$ cat src/rtl/sfs_pkg.sv
// ----------------------------------------------------------------------------
// sfs_pkg: shared types and constants of the scanline field sequencer
// Word layouts of the input, result and configuration channels, the phase
// codes and the register indexes.
// ----------------------------------------------------------------------------
package sfs_pkg;

	// register indexes on the configuration channel
	localparam logic [7:0] REG_SYNC_LINES         = 8'd0;
	localparam logic [7:0] REG_TOP_BLANK_LINES    = 8'd1;
	localparam logic [7:0] REG_ACTIVE_LINES       = 8'd2;
	localparam logic [7:0] REG_BOTTOM_BLANK_LINES = 8'd3;

	// register reset values
	localparam logic [7:0] RST_SYNC_LINES         = 8'd3;
	localparam logic [7:0] RST_TOP_BLANK_LINES    = 8'd40;
	localparam logic [7:0] RST_ACTIVE_LINES       = 8'd192;
	localparam logic [7:0] RST_BOTTOM_BLANK_LINES = 8'd27;

	// IR duration counter stops here
	localparam logic [7:0] IR_SAT = 8'hFF;

	// phase codes as they appear in a result word
	localparam logic [1:0] PH_CODE_SYNC   = 2'd0;
	localparam logic [1:0] PH_CODE_TOP    = 2'd1;
	localparam logic [1:0] PH_CODE_ACTIVE = 2'd2;
	localparam logic [1:0] PH_CODE_BOTTOM = 2'd3;

	// field sequencer state
	typedef enum logic [3:0] {
		PH_SYNC   = 4'b0001,
		PH_TOP    = 4'b0010,
		PH_ACTIVE = 4'b0100,
		PH_BOTTOM = 4'b1000
	} phase_t;

	typedef struct packed {
		logic       ir_level;
		logic       set_vbi;
		logic [7:0] vbi_value;
	} in_word_t;

	typedef struct packed {
		logic [1:0] phase;
		logic       line_valid;
		logic [7:0] active_line;
		logic       long_sync;
		logic       ps2_enabled;
		logic       post_start;
		logic [7:0] frame_count;
		logic [7:0] vbi_remaining;
		logic       ir_event;
		logic [7:0] ir_duration;
		logic       ir_prev_level;
	} out_word_t;

	typedef struct packed {
		logic [7:0] idx;
		logic [7:0] wdata;
	} cfg_word_t;

endpackage

$ cat src/rtl/sfs_if.sv
// ----------------------------------------------------------------------------
// sfs channel interfaces
// Valid/ready channels for input words, result words and register writes.
// ----------------------------------------------------------------------------

// input word channel
interface sfs_in_if;
	logic              valid;
	logic              ready;
	sfs_pkg::in_word_t data;

	modport source (output valid, output data, input ready);
	modport sink (input valid, input data, output ready);
endinterface

// result word channel
interface sfs_out_if;
	logic               valid;
	logic               ready;
	sfs_pkg::out_word_t data;

	modport source (output valid, output data, input ready);
	modport sink (input valid, input data, output ready);
endinterface

// register write channel
interface sfs_cfg_if;
	logic               valid;
	logic               ready;
	sfs_pkg::cfg_word_t data;

	modport source (output valid, output data, input ready);
	modport sink (input valid, input data, output ready);
endinterface

$ cat src/rtl/scanline_field_sequencer_core.sv
// ----------------------------------------------------------------------------
// scanline_field_sequencer_core: vertical field timing, one word per line
// Four-phase field sequencer with frame count, VBI countdown, PS/2 enable
// and IR pulse timing.
// ----------------------------------------------------------------------------
// Usage:
//   in_ch  : one word per scanline tick (IR pin level, optional VBI load).
//   out_ch : one result word per input word, in order.
//   cfg    : register writes (index 0..3: sync, top blank, active, bottom
//            blank line counts); other indexes are ignored. Always ready.
//            Write only while no result is outstanding.
// Latency: the result word is valid the cycle after its input is taken.
// Throughput: one word per clock while out_ch.ready keeps up; all state
// updates are combinational between the input handshake and the result register.
// Stall: while a result waits and out_ch.ready is low, in_ch.ready drops;
// nothing is lost or repeated.
// Reset: line counts return to 3/40/192/27, sequencer starts in bottom
// blank with one line left, counters clear, PS/2 enabled, no result pending.
// ----------------------------------------------------------------------------
module scanline_field_sequencer_core (
	input  logic clk,
	input  logic arst_n,
	sfs_in_if.sink     in_ch,
	sfs_out_if.source  out_ch,
	sfs_cfg_if.sink    cfg
);

	// configuration registers
	logic [7:0] sync_lines_q;
	logic [7:0] top_blank_lines_q;
	logic [7:0] active_lines_q;
	logic [7:0] bottom_blank_lines_q;

	// sequencer state
	sfs_pkg::phase_t phase_q;
	logic [7:0]      lines_left_q;
	logic [7:0]      field_counter_q;
	logic [7:0]      vbi_counter_q;
	logic            ps2_on_q;
	logic            ir_last_level_q;
	logic [7:0]      ir_lines_q;

	// result register
	logic               out_valid_q;
	sfs_pkg::out_word_t out_q;

	// next-state values
	sfs_pkg::phase_t    phase_d;
	logic [7:0]         lines_left_d;
	logic [7:0]         field_counter_d;
	logic [7:0]         vbi_counter_d;
	logic               ps2_on_d;
	logic [7:0]         ir_lines_d;
	logic [7:0]         vbi_base;
	logic [7:0]         lines_dec;
	logic               wrap;
	logic [7:0]         ir_base;
	sfs_pkg::out_word_t res;

	logic in_take;

	assign in_ch.ready = !out_valid_q || out_ch.ready;
	assign in_take     = in_ch.valid && in_ch.ready;
	assign cfg.ready   = 1'b1;

	assign out_ch.valid = out_valid_q;
	assign out_ch.data  = out_q;

	function automatic sfs_pkg::phase_t next_phase(sfs_pkg::phase_t ph);
		case (ph)
			sfs_pkg::PH_SYNC:   next_phase = sfs_pkg::PH_TOP;
			sfs_pkg::PH_TOP:    next_phase = sfs_pkg::PH_ACTIVE;
			sfs_pkg::PH_ACTIVE: next_phase = sfs_pkg::PH_BOTTOM;
			default:            next_phase = sfs_pkg::PH_SYNC;
		endcase
	endfunction

	function automatic logic [1:0] phase_code(sfs_pkg::phase_t ph);
		case (ph)
			sfs_pkg::PH_SYNC:   phase_code = sfs_pkg::PH_CODE_SYNC;
			sfs_pkg::PH_TOP:    phase_code = sfs_pkg::PH_CODE_TOP;
			sfs_pkg::PH_ACTIVE: phase_code = sfs_pkg::PH_CODE_ACTIVE;
			default:            phase_code = sfs_pkg::PH_CODE_BOTTOM;
		endcase
	endfunction

	// line count loaded on entering a phase
	function automatic logic [7:0] phase_len(sfs_pkg::phase_t ph, logic [7:0] s,
		logic [7:0] t, logic [7:0] a, logic [7:0] b);
		case (ph)
			sfs_pkg::PH_SYNC:   phase_len = s;
			sfs_pkg::PH_TOP:    phase_len = t;
			sfs_pkg::PH_ACTIVE: phase_len = a;
			default:            phase_len = b;
		endcase
	endfunction

	// one scanline step
	always_comb begin
		vbi_base  = in_ch.data.set_vbi ? in_ch.data.vbi_value : vbi_counter_q;
		lines_dec = lines_left_q - 8'd1;
		wrap      = (lines_dec == 8'd0);

		phase_d         = phase_q;
		lines_left_d    = lines_dec;
		field_counter_d = field_counter_q;
		vbi_counter_d   = vbi_base;
		ps2_on_d        = ps2_on_q;
		res             = '0;

		res.line_valid = (phase_q == sfs_pkg::PH_ACTIVE);
		if (res.line_valid) begin
			res.active_line = active_lines_q - lines_left_q;
		end

		if (wrap) begin
			phase_d      = next_phase(phase_q);
			lines_left_d = phase_len(phase_d, sync_lines_q, top_blank_lines_q,
				active_lines_q, bottom_blank_lines_q);
			if (phase_d == sfs_pkg::PH_ACTIVE) begin
				ps2_on_d = 1'b0;
				if (vbi_base != 8'd0) begin
					vbi_counter_d = vbi_base - 8'd1;
				end
			end else if (phase_d == sfs_pkg::PH_BOTTOM) begin
				ps2_on_d        = 1'b1;
				field_counter_d = field_counter_q + 8'd1;
				res.post_start  = 1'b1;
			end
		end

		// IR level timing
		ir_base = ir_lines_q;
		if (in_ch.data.ir_level != ir_last_level_q) begin
			res.ir_event      = 1'b1;
			res.ir_duration   = ir_lines_q;
			res.ir_prev_level = ir_last_level_q;
			ir_base           = 8'd0;
		end
		ir_lines_d = (ir_base != sfs_pkg::IR_SAT) ? ir_base + 8'd1 : ir_base;

		res.phase         = phase_code(phase_d);
		res.long_sync     = (phase_d == sfs_pkg::PH_SYNC);
		res.ps2_enabled   = ps2_on_d;
		res.frame_count   = field_counter_d;
		res.vbi_remaining = vbi_counter_d;
	end

	// configuration registers
	always_ff @(posedge clk or negedge arst_n) begin
		if (!arst_n) begin
			sync_lines_q         <= sfs_pkg::RST_SYNC_LINES;
			top_blank_lines_q    <= sfs_pkg::RST_TOP_BLANK_LINES;
			active_lines_q       <= sfs_pkg::RST_ACTIVE_LINES;
			bottom_blank_lines_q <= sfs_pkg::RST_BOTTOM_BLANK_LINES;
		end else if (cfg.valid) begin
			case (cfg.data.idx)
				sfs_pkg::REG_SYNC_LINES:         sync_lines_q <= cfg.data.wdata;
				sfs_pkg::REG_TOP_BLANK_LINES:    top_blank_lines_q <= cfg.data.wdata;
				sfs_pkg::REG_ACTIVE_LINES:       active_lines_q <= cfg.data.wdata;
				sfs_pkg::REG_BOTTOM_BLANK_LINES: bottom_blank_lines_q <= cfg.data.wdata;
				default: ;
			endcase
		end
	end

	// sequencer state
	always_ff @(posedge clk or negedge arst_n) begin
		if (!arst_n) begin
			phase_q         <= sfs_pkg::PH_BOTTOM;
			lines_left_q    <= 8'd1;
			field_counter_q <= 8'd0;
			vbi_counter_q   <= 8'd0;
			ps2_on_q        <= 1'b1;
			ir_last_level_q <= 1'b0;
			ir_lines_q      <= 8'd0;
		end else if (in_take) begin
			phase_q         <= phase_d;
			lines_left_q    <= lines_left_d;
			field_counter_q <= field_counter_d;
			vbi_counter_q   <= vbi_counter_d;
			ps2_on_q        <= ps2_on_d;
			ir_last_level_q <= in_ch.data.ir_level;
			ir_lines_q      <= ir_lines_d;
		end
	end

	// result word valid flag
	always_ff @(posedge clk or negedge arst_n) begin
		if (!arst_n) begin
			out_valid_q <= 1'b0;
		end else if (in_take) begin
			out_valid_q <= 1'b1;
		end else if (out_ch.ready) begin
			out_valid_q <= 1'b0;
		end
	end

	// result word payload
	always_ff @(posedge clk) begin
		if (in_take) begin
			out_q <= res;
		end
	end

`ifndef SYNTHESIS
	// every taken word yields a result in the next cycle
	a_take_gives_result: assert property (@(posedge clk) disable iff (!arst_n)
		in_ch.valid && in_ch.ready |=> out_ch.valid)
		else $error("input word taken without result");

	// bottom blank entry always re-enables PS/2
	a_post_start_phase: assert property (@(posedge clk) disable iff (!arst_n)
		out_ch.valid && out_ch.data.post_start |->
			out_ch.data.phase == sfs_pkg::PH_CODE_BOTTOM && out_ch.data.ps2_enabled)
		else $error("post_start outside bottom blank entry");

	// IR report fields are zero without an event
	a_ir_quiet: assert property (@(posedge clk) disable iff (!arst_n)
		out_ch.valid && !out_ch.data.ir_event |->
			out_ch.data.ir_duration == 8'd0 && !out_ch.data.ir_prev_level)
		else $error("IR report without event");
`endif

endmodule

$ cat src/flat_wrapper.sv
// flat-port wrapper written by rule: the top's interface ports become plain ports
module scanline_field_sequencer_core_flat 
  (clk, arst_n, in_ch_valid, in_ch_data, in_ch_ready, out_ch_valid, out_ch_data, out_ch_ready, cfg_valid, cfg_data, cfg_ready);
  sfs_in_if in_ch_i ();
  sfs_out_if out_ch_i ();
  sfs_cfg_if cfg_i ();
  input  logic clk;
  input  logic arst_n;
  input wire logic [$bits(in_ch_i.valid)-1:0] in_ch_valid;
  input wire logic [$bits(in_ch_i.data)-1:0] in_ch_data;
  output wire logic [$bits(in_ch_i.ready)-1:0] in_ch_ready;
  output wire logic [$bits(out_ch_i.valid)-1:0] out_ch_valid;
  output wire logic [$bits(out_ch_i.data)-1:0] out_ch_data;
  input wire logic [$bits(out_ch_i.ready)-1:0] out_ch_ready;
  input wire logic [$bits(cfg_i.valid)-1:0] cfg_valid;
  input wire logic [$bits(cfg_i.data)-1:0] cfg_data;
  output wire logic [$bits(cfg_i.ready)-1:0] cfg_ready;
  assign in_ch_i.valid = in_ch_valid;
  assign in_ch_i.data = in_ch_data;
  assign in_ch_ready = in_ch_i.ready;
  assign out_ch_valid = out_ch_i.valid;
  assign out_ch_data = out_ch_i.data;
  assign out_ch_i.ready = out_ch_ready;
  assign cfg_i.valid = cfg_valid;
  assign cfg_i.data = cfg_data;
  assign cfg_ready = cfg_i.ready;
  scanline_field_sequencer_core u_core (.clk(clk), .arst_n(arst_n), .in_ch(in_ch_i), .out_ch(out_ch_i), .cfg(cfg_i));
endmodule
$ cat config.mk
export PLATFORM = sky130hd
export DESIGN_NAME = scanline_field_sequencer_core_flat
export DESIGN_NICKNAME = d
export VERILOG_FILES = /design/src/rtl/sfs_pkg.sv /design/src/rtl/sfs_if.sv /design/src/rtl/scanline_field_sequencer_core.sv /design/src/flat_wrapper.sv
export SDC_FILE = /design/constraint.sdc
export NUM_CORES = 1
export LEC_CHECK = 0
export ABC_AREA = 0
export BUFFER_PORTS_ARGS = -buffer_cell sky130_fd_sc_hd__buf_2
export CAP_MARGIN = 30
export CORE_ASPECT_RATIO = 1.25
export CORE_MARGIN = 5
export CORE_UTILIZATION = 45
export CTS_CLUSTER_DIAMETER = 200
export DETAILED_ROUTE_END_ITERATION = 8
export GPL_TIMING_DRIVEN = 0
export PLACE_DENSITY_LB_ADDON = 0.05
export SLEW_MARGIN = 0
export SYNTH_ARGS = -nofsm -noshare
export SYNTH_HDL_FRONTEND = slang
export SYNTH_SLANG_ARGS = --single-unit
$ cat constraint.sdc
create_clock -name clk -period 3.8 [get_ports clk]
set_input_delay 0.38 -clock clk [delete_from_list [all_inputs] [get_ports clk]]
set_output_delay 0.38 -clock clk [all_outputs]
set_load 0.05 [all_outputs]
==> impl_metrics.env <==
export IMPL_setup_tns_ps=0
export IMPL_grt_pass1_vias=4280
export IMPL_leakagePower_nw=2.85
export IMPL_netlist_area_um2=5750
export IMPL_worst_slew_pin_slew_ps=728
export IMPL_drtAntennaViolNets=0
export IMPL_synth_cell_types=71
export IMPL_ys_dominant_reg_cell="dfrtp_1"
export IMPL_io_buffers=71
export IMPL_clock_fmax_ghz=0.331
export IMPL_worstSetupStartpoint="u_core.lines_left_q[0]"
export IMPL_timing_rr_end="u_core.out_ch.data[23]"
export IMPL_grt_start_max_net_pins=68
export IMPL_arrival_ps=3120
export IMPL_yosys_area_top_type="dfrtp_1"
export IMPL_path_delay_family="simple AND/OR/NAND/NOR gates"
export IMPL_placementRows=46
export IMPL_total_power_mw=3.42
export IMPL_cts_max_path_buffers=2
export IMPL_hp_start="in_ch_data[9]"
export IMPL_numCtsBuffers=9
export IMPL_postSynthCellCount=513
export IMPL_cts_sinks=111
export IMPL_grt_usage=0.180
export IMPL_avgSynthCellArea_um2=11.2
export IMPL_ios=74
export IMPL_drt_iter0_drc=185
export IMPL_cp_cell_sequence="inv_1, ha_1, nor3_2, o211ai_1, nor4_1, buf_2, nand4_1, xnor2_1"
export IMPL_clk_insertion_delay_late_ps=350
export IMPL_crit_required_ps=3910
export IMPL_hold_violations=0
export IMPL_setup_slack_ps=782
export IMPL_seq_area_frac_synth=0.521
export IMPL_wl_per_cell_um=16.9
export IMPL_yosysTopAreaCellShare=0.253
export IMPL_max_slew_margin=0.513
export IMPL_wl_um=13100
export IMPL_finalSetupViolations=0
export IMPL_synthTopCellsByArea="dfrtp_1 (25%), edfxtp_1 (21%), mux2_2 (7.8%)"
export IMPL_rr_worst_depth=8
export IMPL_vdd_drop_max_mv=0.220
export IMPL_place_area_um2=6370
export IMPL_coreArea_um2=12600
export IMPL_dieArea_um2=15100
export IMPL_grt_first_pass_wirelength_um=21800
export IMPL_area_growth_pct=16.2
export IMPL_first_pass_iters=5
export IMPL_antenna_cells=0
export IMPL_rsz0062_at_grt="no"
export IMPL_final_cell_area_um2=6680
export IMPL_cts_tree="built"
export IMPL_drc=0
export IMPL_clock_skew_ps=4.93
export IMPL_async_reset_ff_frac=0.640
export IMPL_dp_cells=755
export IMPL_hp_class="in -> reg"
export IMPL_crit_type="reg -> reg"
export IMPL_die_height_um=136
export IMPL_syn_num_nets=558
export IMPL_path_clk_slew_ps=70
export IMPL_ys_warn_count=0
export IMPL_gp_congestion=0.844
export IMPL_setup_worst_path_end_class="flip-flop"
export IMPL_layout_nets=644
export IMPL_root_buffer="clkbuf_16"
export IMPL_htreeDepth=3
export IMPL_cp_endpoint="u_core.out_ch.data[23]"
export IMPL_layout_cells_non_filler=772
export IMPL_cts_repair_resized=0
export IMPL_slowest_delay_ps=640
export IMPL_cap_violations=0
export IMPL_place_hpwl_um=9550
export IMPL_overflow=0
export IMPL_viasPerCell=5.54
export IMPL_critPathMaxFanout=10
export IMPL_slew_viol_final=0
export IMPL_crit_slowest_cell="dfstp_2"
export IMPL_reg2reg_slack_ps=780
export IMPL_synth_seq_cells=111
export IMPL_rr_startpoint="u_core.lines_left_q[0]"
export IMPL_vias=4279
export IMPL_synth_edff_count=40
export IMPL_status="finished, final reports clean"
export IMPL_layout_min_cycle_time_ps=3020
export IMPL_fin_crit_sh=0.794
export IMPL_critPathLaunchType="flip-flop"
export IMPL_grt_antenna_before_repair=0
export IMPL_path_depth=8
export IMPL_drive_gt1_frac=0.265
export IMPL_powerDensity_nw_per_um2=513
export IMPL_worst_path_buf_inv=2
export IMPL_die_w_um=111
export IMPL_dp_slack_ps=746
export IMPL_start_util=0.456
==> flip-flops by register name (all words and copies together) (netlist names) <==
name,cells
u_core.lines_left_q,8
u_core.sync_lines_q,8
u_core.ps2_on_q,1
u_core.bottom_blank_lines_q,8
u_core.out_ch.valid,1
u_core.top_blank_lines_q,8
u_core.field_counter_q,8
u_core.phase_q,4
u_core.ir_last_level_q,1
u_core.vbi_counter_q,8
u_core.out_ch.data,40
u_core.active_lines_q,8
u_core.ir_lines_q,8
==> worst register-to-register path, cell delays in order, from the launching register on <==
cell and delay (ps):
dfstp_2 640, inv_1 70, ha_1 280, nor3_2 310
o211ai_1 320, nor4_1 530, buf_2 340, nand4_1 150
xnor2_1 150
==> how the worst min path moves through the flow <==
stage | slack (ps) | cells after the start | endpoint
detailed placement | 200 | 1 | u_core.bottom_blank_lines_q[2]
CTS | 260 | 3 | u_core.ir_last_level_q
global placement | 460 | 2 | u_core.vbi_counter_q[7]
global route | 270 | 2 | u_core.out_ch.valid
finish | 260 | 3 | u_core.ir_last_level_q
floorplan | 80 | 0 | u_core.active_lines_q[0]
==> layout by cell type (no fill, tap or decap), types with 4 or more instances in the layout <==
cell / instances
nor4_1: 9
o211ai_1: 4
xnor2_1: 16
nor2_1: 30
and3_1: 11
o21ai_0: 25
clkbuf_16: 9
clkbuf_1: 14
ha_1: 13
nand3b_1: 4
dfrtp_1: 58
nand3_1: 12
and2_1: 10
edfxtp_1: 40
nor2b_1: 9
nand4_1: 6
mux2i_1: 9
a21oi_1: 19
buf_2: 76
nor3_1: 21
dfstp_2: 13
nand2_1: 42
a31oi_1: 7
a22o_1: 4
inv_1: 19
nand2b_1: 6
o31ai_1: 4
mux2_2: 40
==> cell families after synthesis <==
group	count (synthesis)	share of synthesized area
buf+inv	42	0.0316
xor+xnor	19	0.0290
mux	50	0.0967
other cells	1	0.000653
compound gates	96	0.116
flops	111	0.521
simple gates	180	0.173
fa+ha+maj	14	0.0318
==> per-layer routing <==
| layer | vias to the layer above | share of wire | track usage | wire length, µm |
|---|---|---|---|---|
| li1 | 2065 | - | - | - |
| met1 | 2097 | 0.42 | 0.216 | 5480 |
| met2 | 104 | 0.52 | 0.326 | 6820 |
| met3 | 13 | 0.044 | 0.0307 | 573 |
| met4 | 0 | 0.014 | 0.0629 | 185 |
| met5 | - | 0 | 0 | 0 |
==> cells in the mapped netlist, drive strengths merged (3+ instances only) <==
cell type and count:
a21boi 3, nor2b 9, a21oi 19, clkbuf 12, nor4 11, nor2 30, nor3b 3, nand4 6
xnor2 16, and2 10, a31oi 7, mux2 41, mux2i 9, ha 13, nand2b 6, edfxtp 40
o21a 3, a22o 4, dfstp 13, o211ai 4, a221oi 3, nand3 12, o21ai 26, dfrtp 58
nand2 42, o31ai 4, and3 11, nor3 23, inv 20, nor4b 3, buf 9, nand3b 4
xor2 3
==> through the flow <==
stage,util,hold WS (ps)
2_1_floorplan,-,84.4
3_3_place_gp,0.501,464
3_5_place_dp,0.505,197
4_1_cts,0.530,258
5_1_grt,0.530,266
6_report,0.530,264
==> area by class of cell <==
type / instances / area, µm²
buffer: 21 / 104
clock buffer: 13 / 260
clock inverter: 3 / 41.3
fill: 1131 / 5930
inverter: 21 / 78.8
multi-input combinational: 360 / 2570
sequential: 111 / 2990
tap: 168 / 210
timing repair buffer: 75 / 420
==> report_power, final <==
group | switching, mW | internal (mW) | total (mW)
clock network | 0.417 | 0.546 | 0.963
registers | 0.116 | 1.38 | 1.50
logic | 0.616 | 0.347 | 0.964
total | 1.15 | 2.28 | 3.42
==> what timing repair did <==
item,4_1_cts,5_1_grt
buffers inserted,0,0
hold buffers,1,0
hold endpoints to repair,2,0
Note: power is estimated with default switching activity, not from simulation.
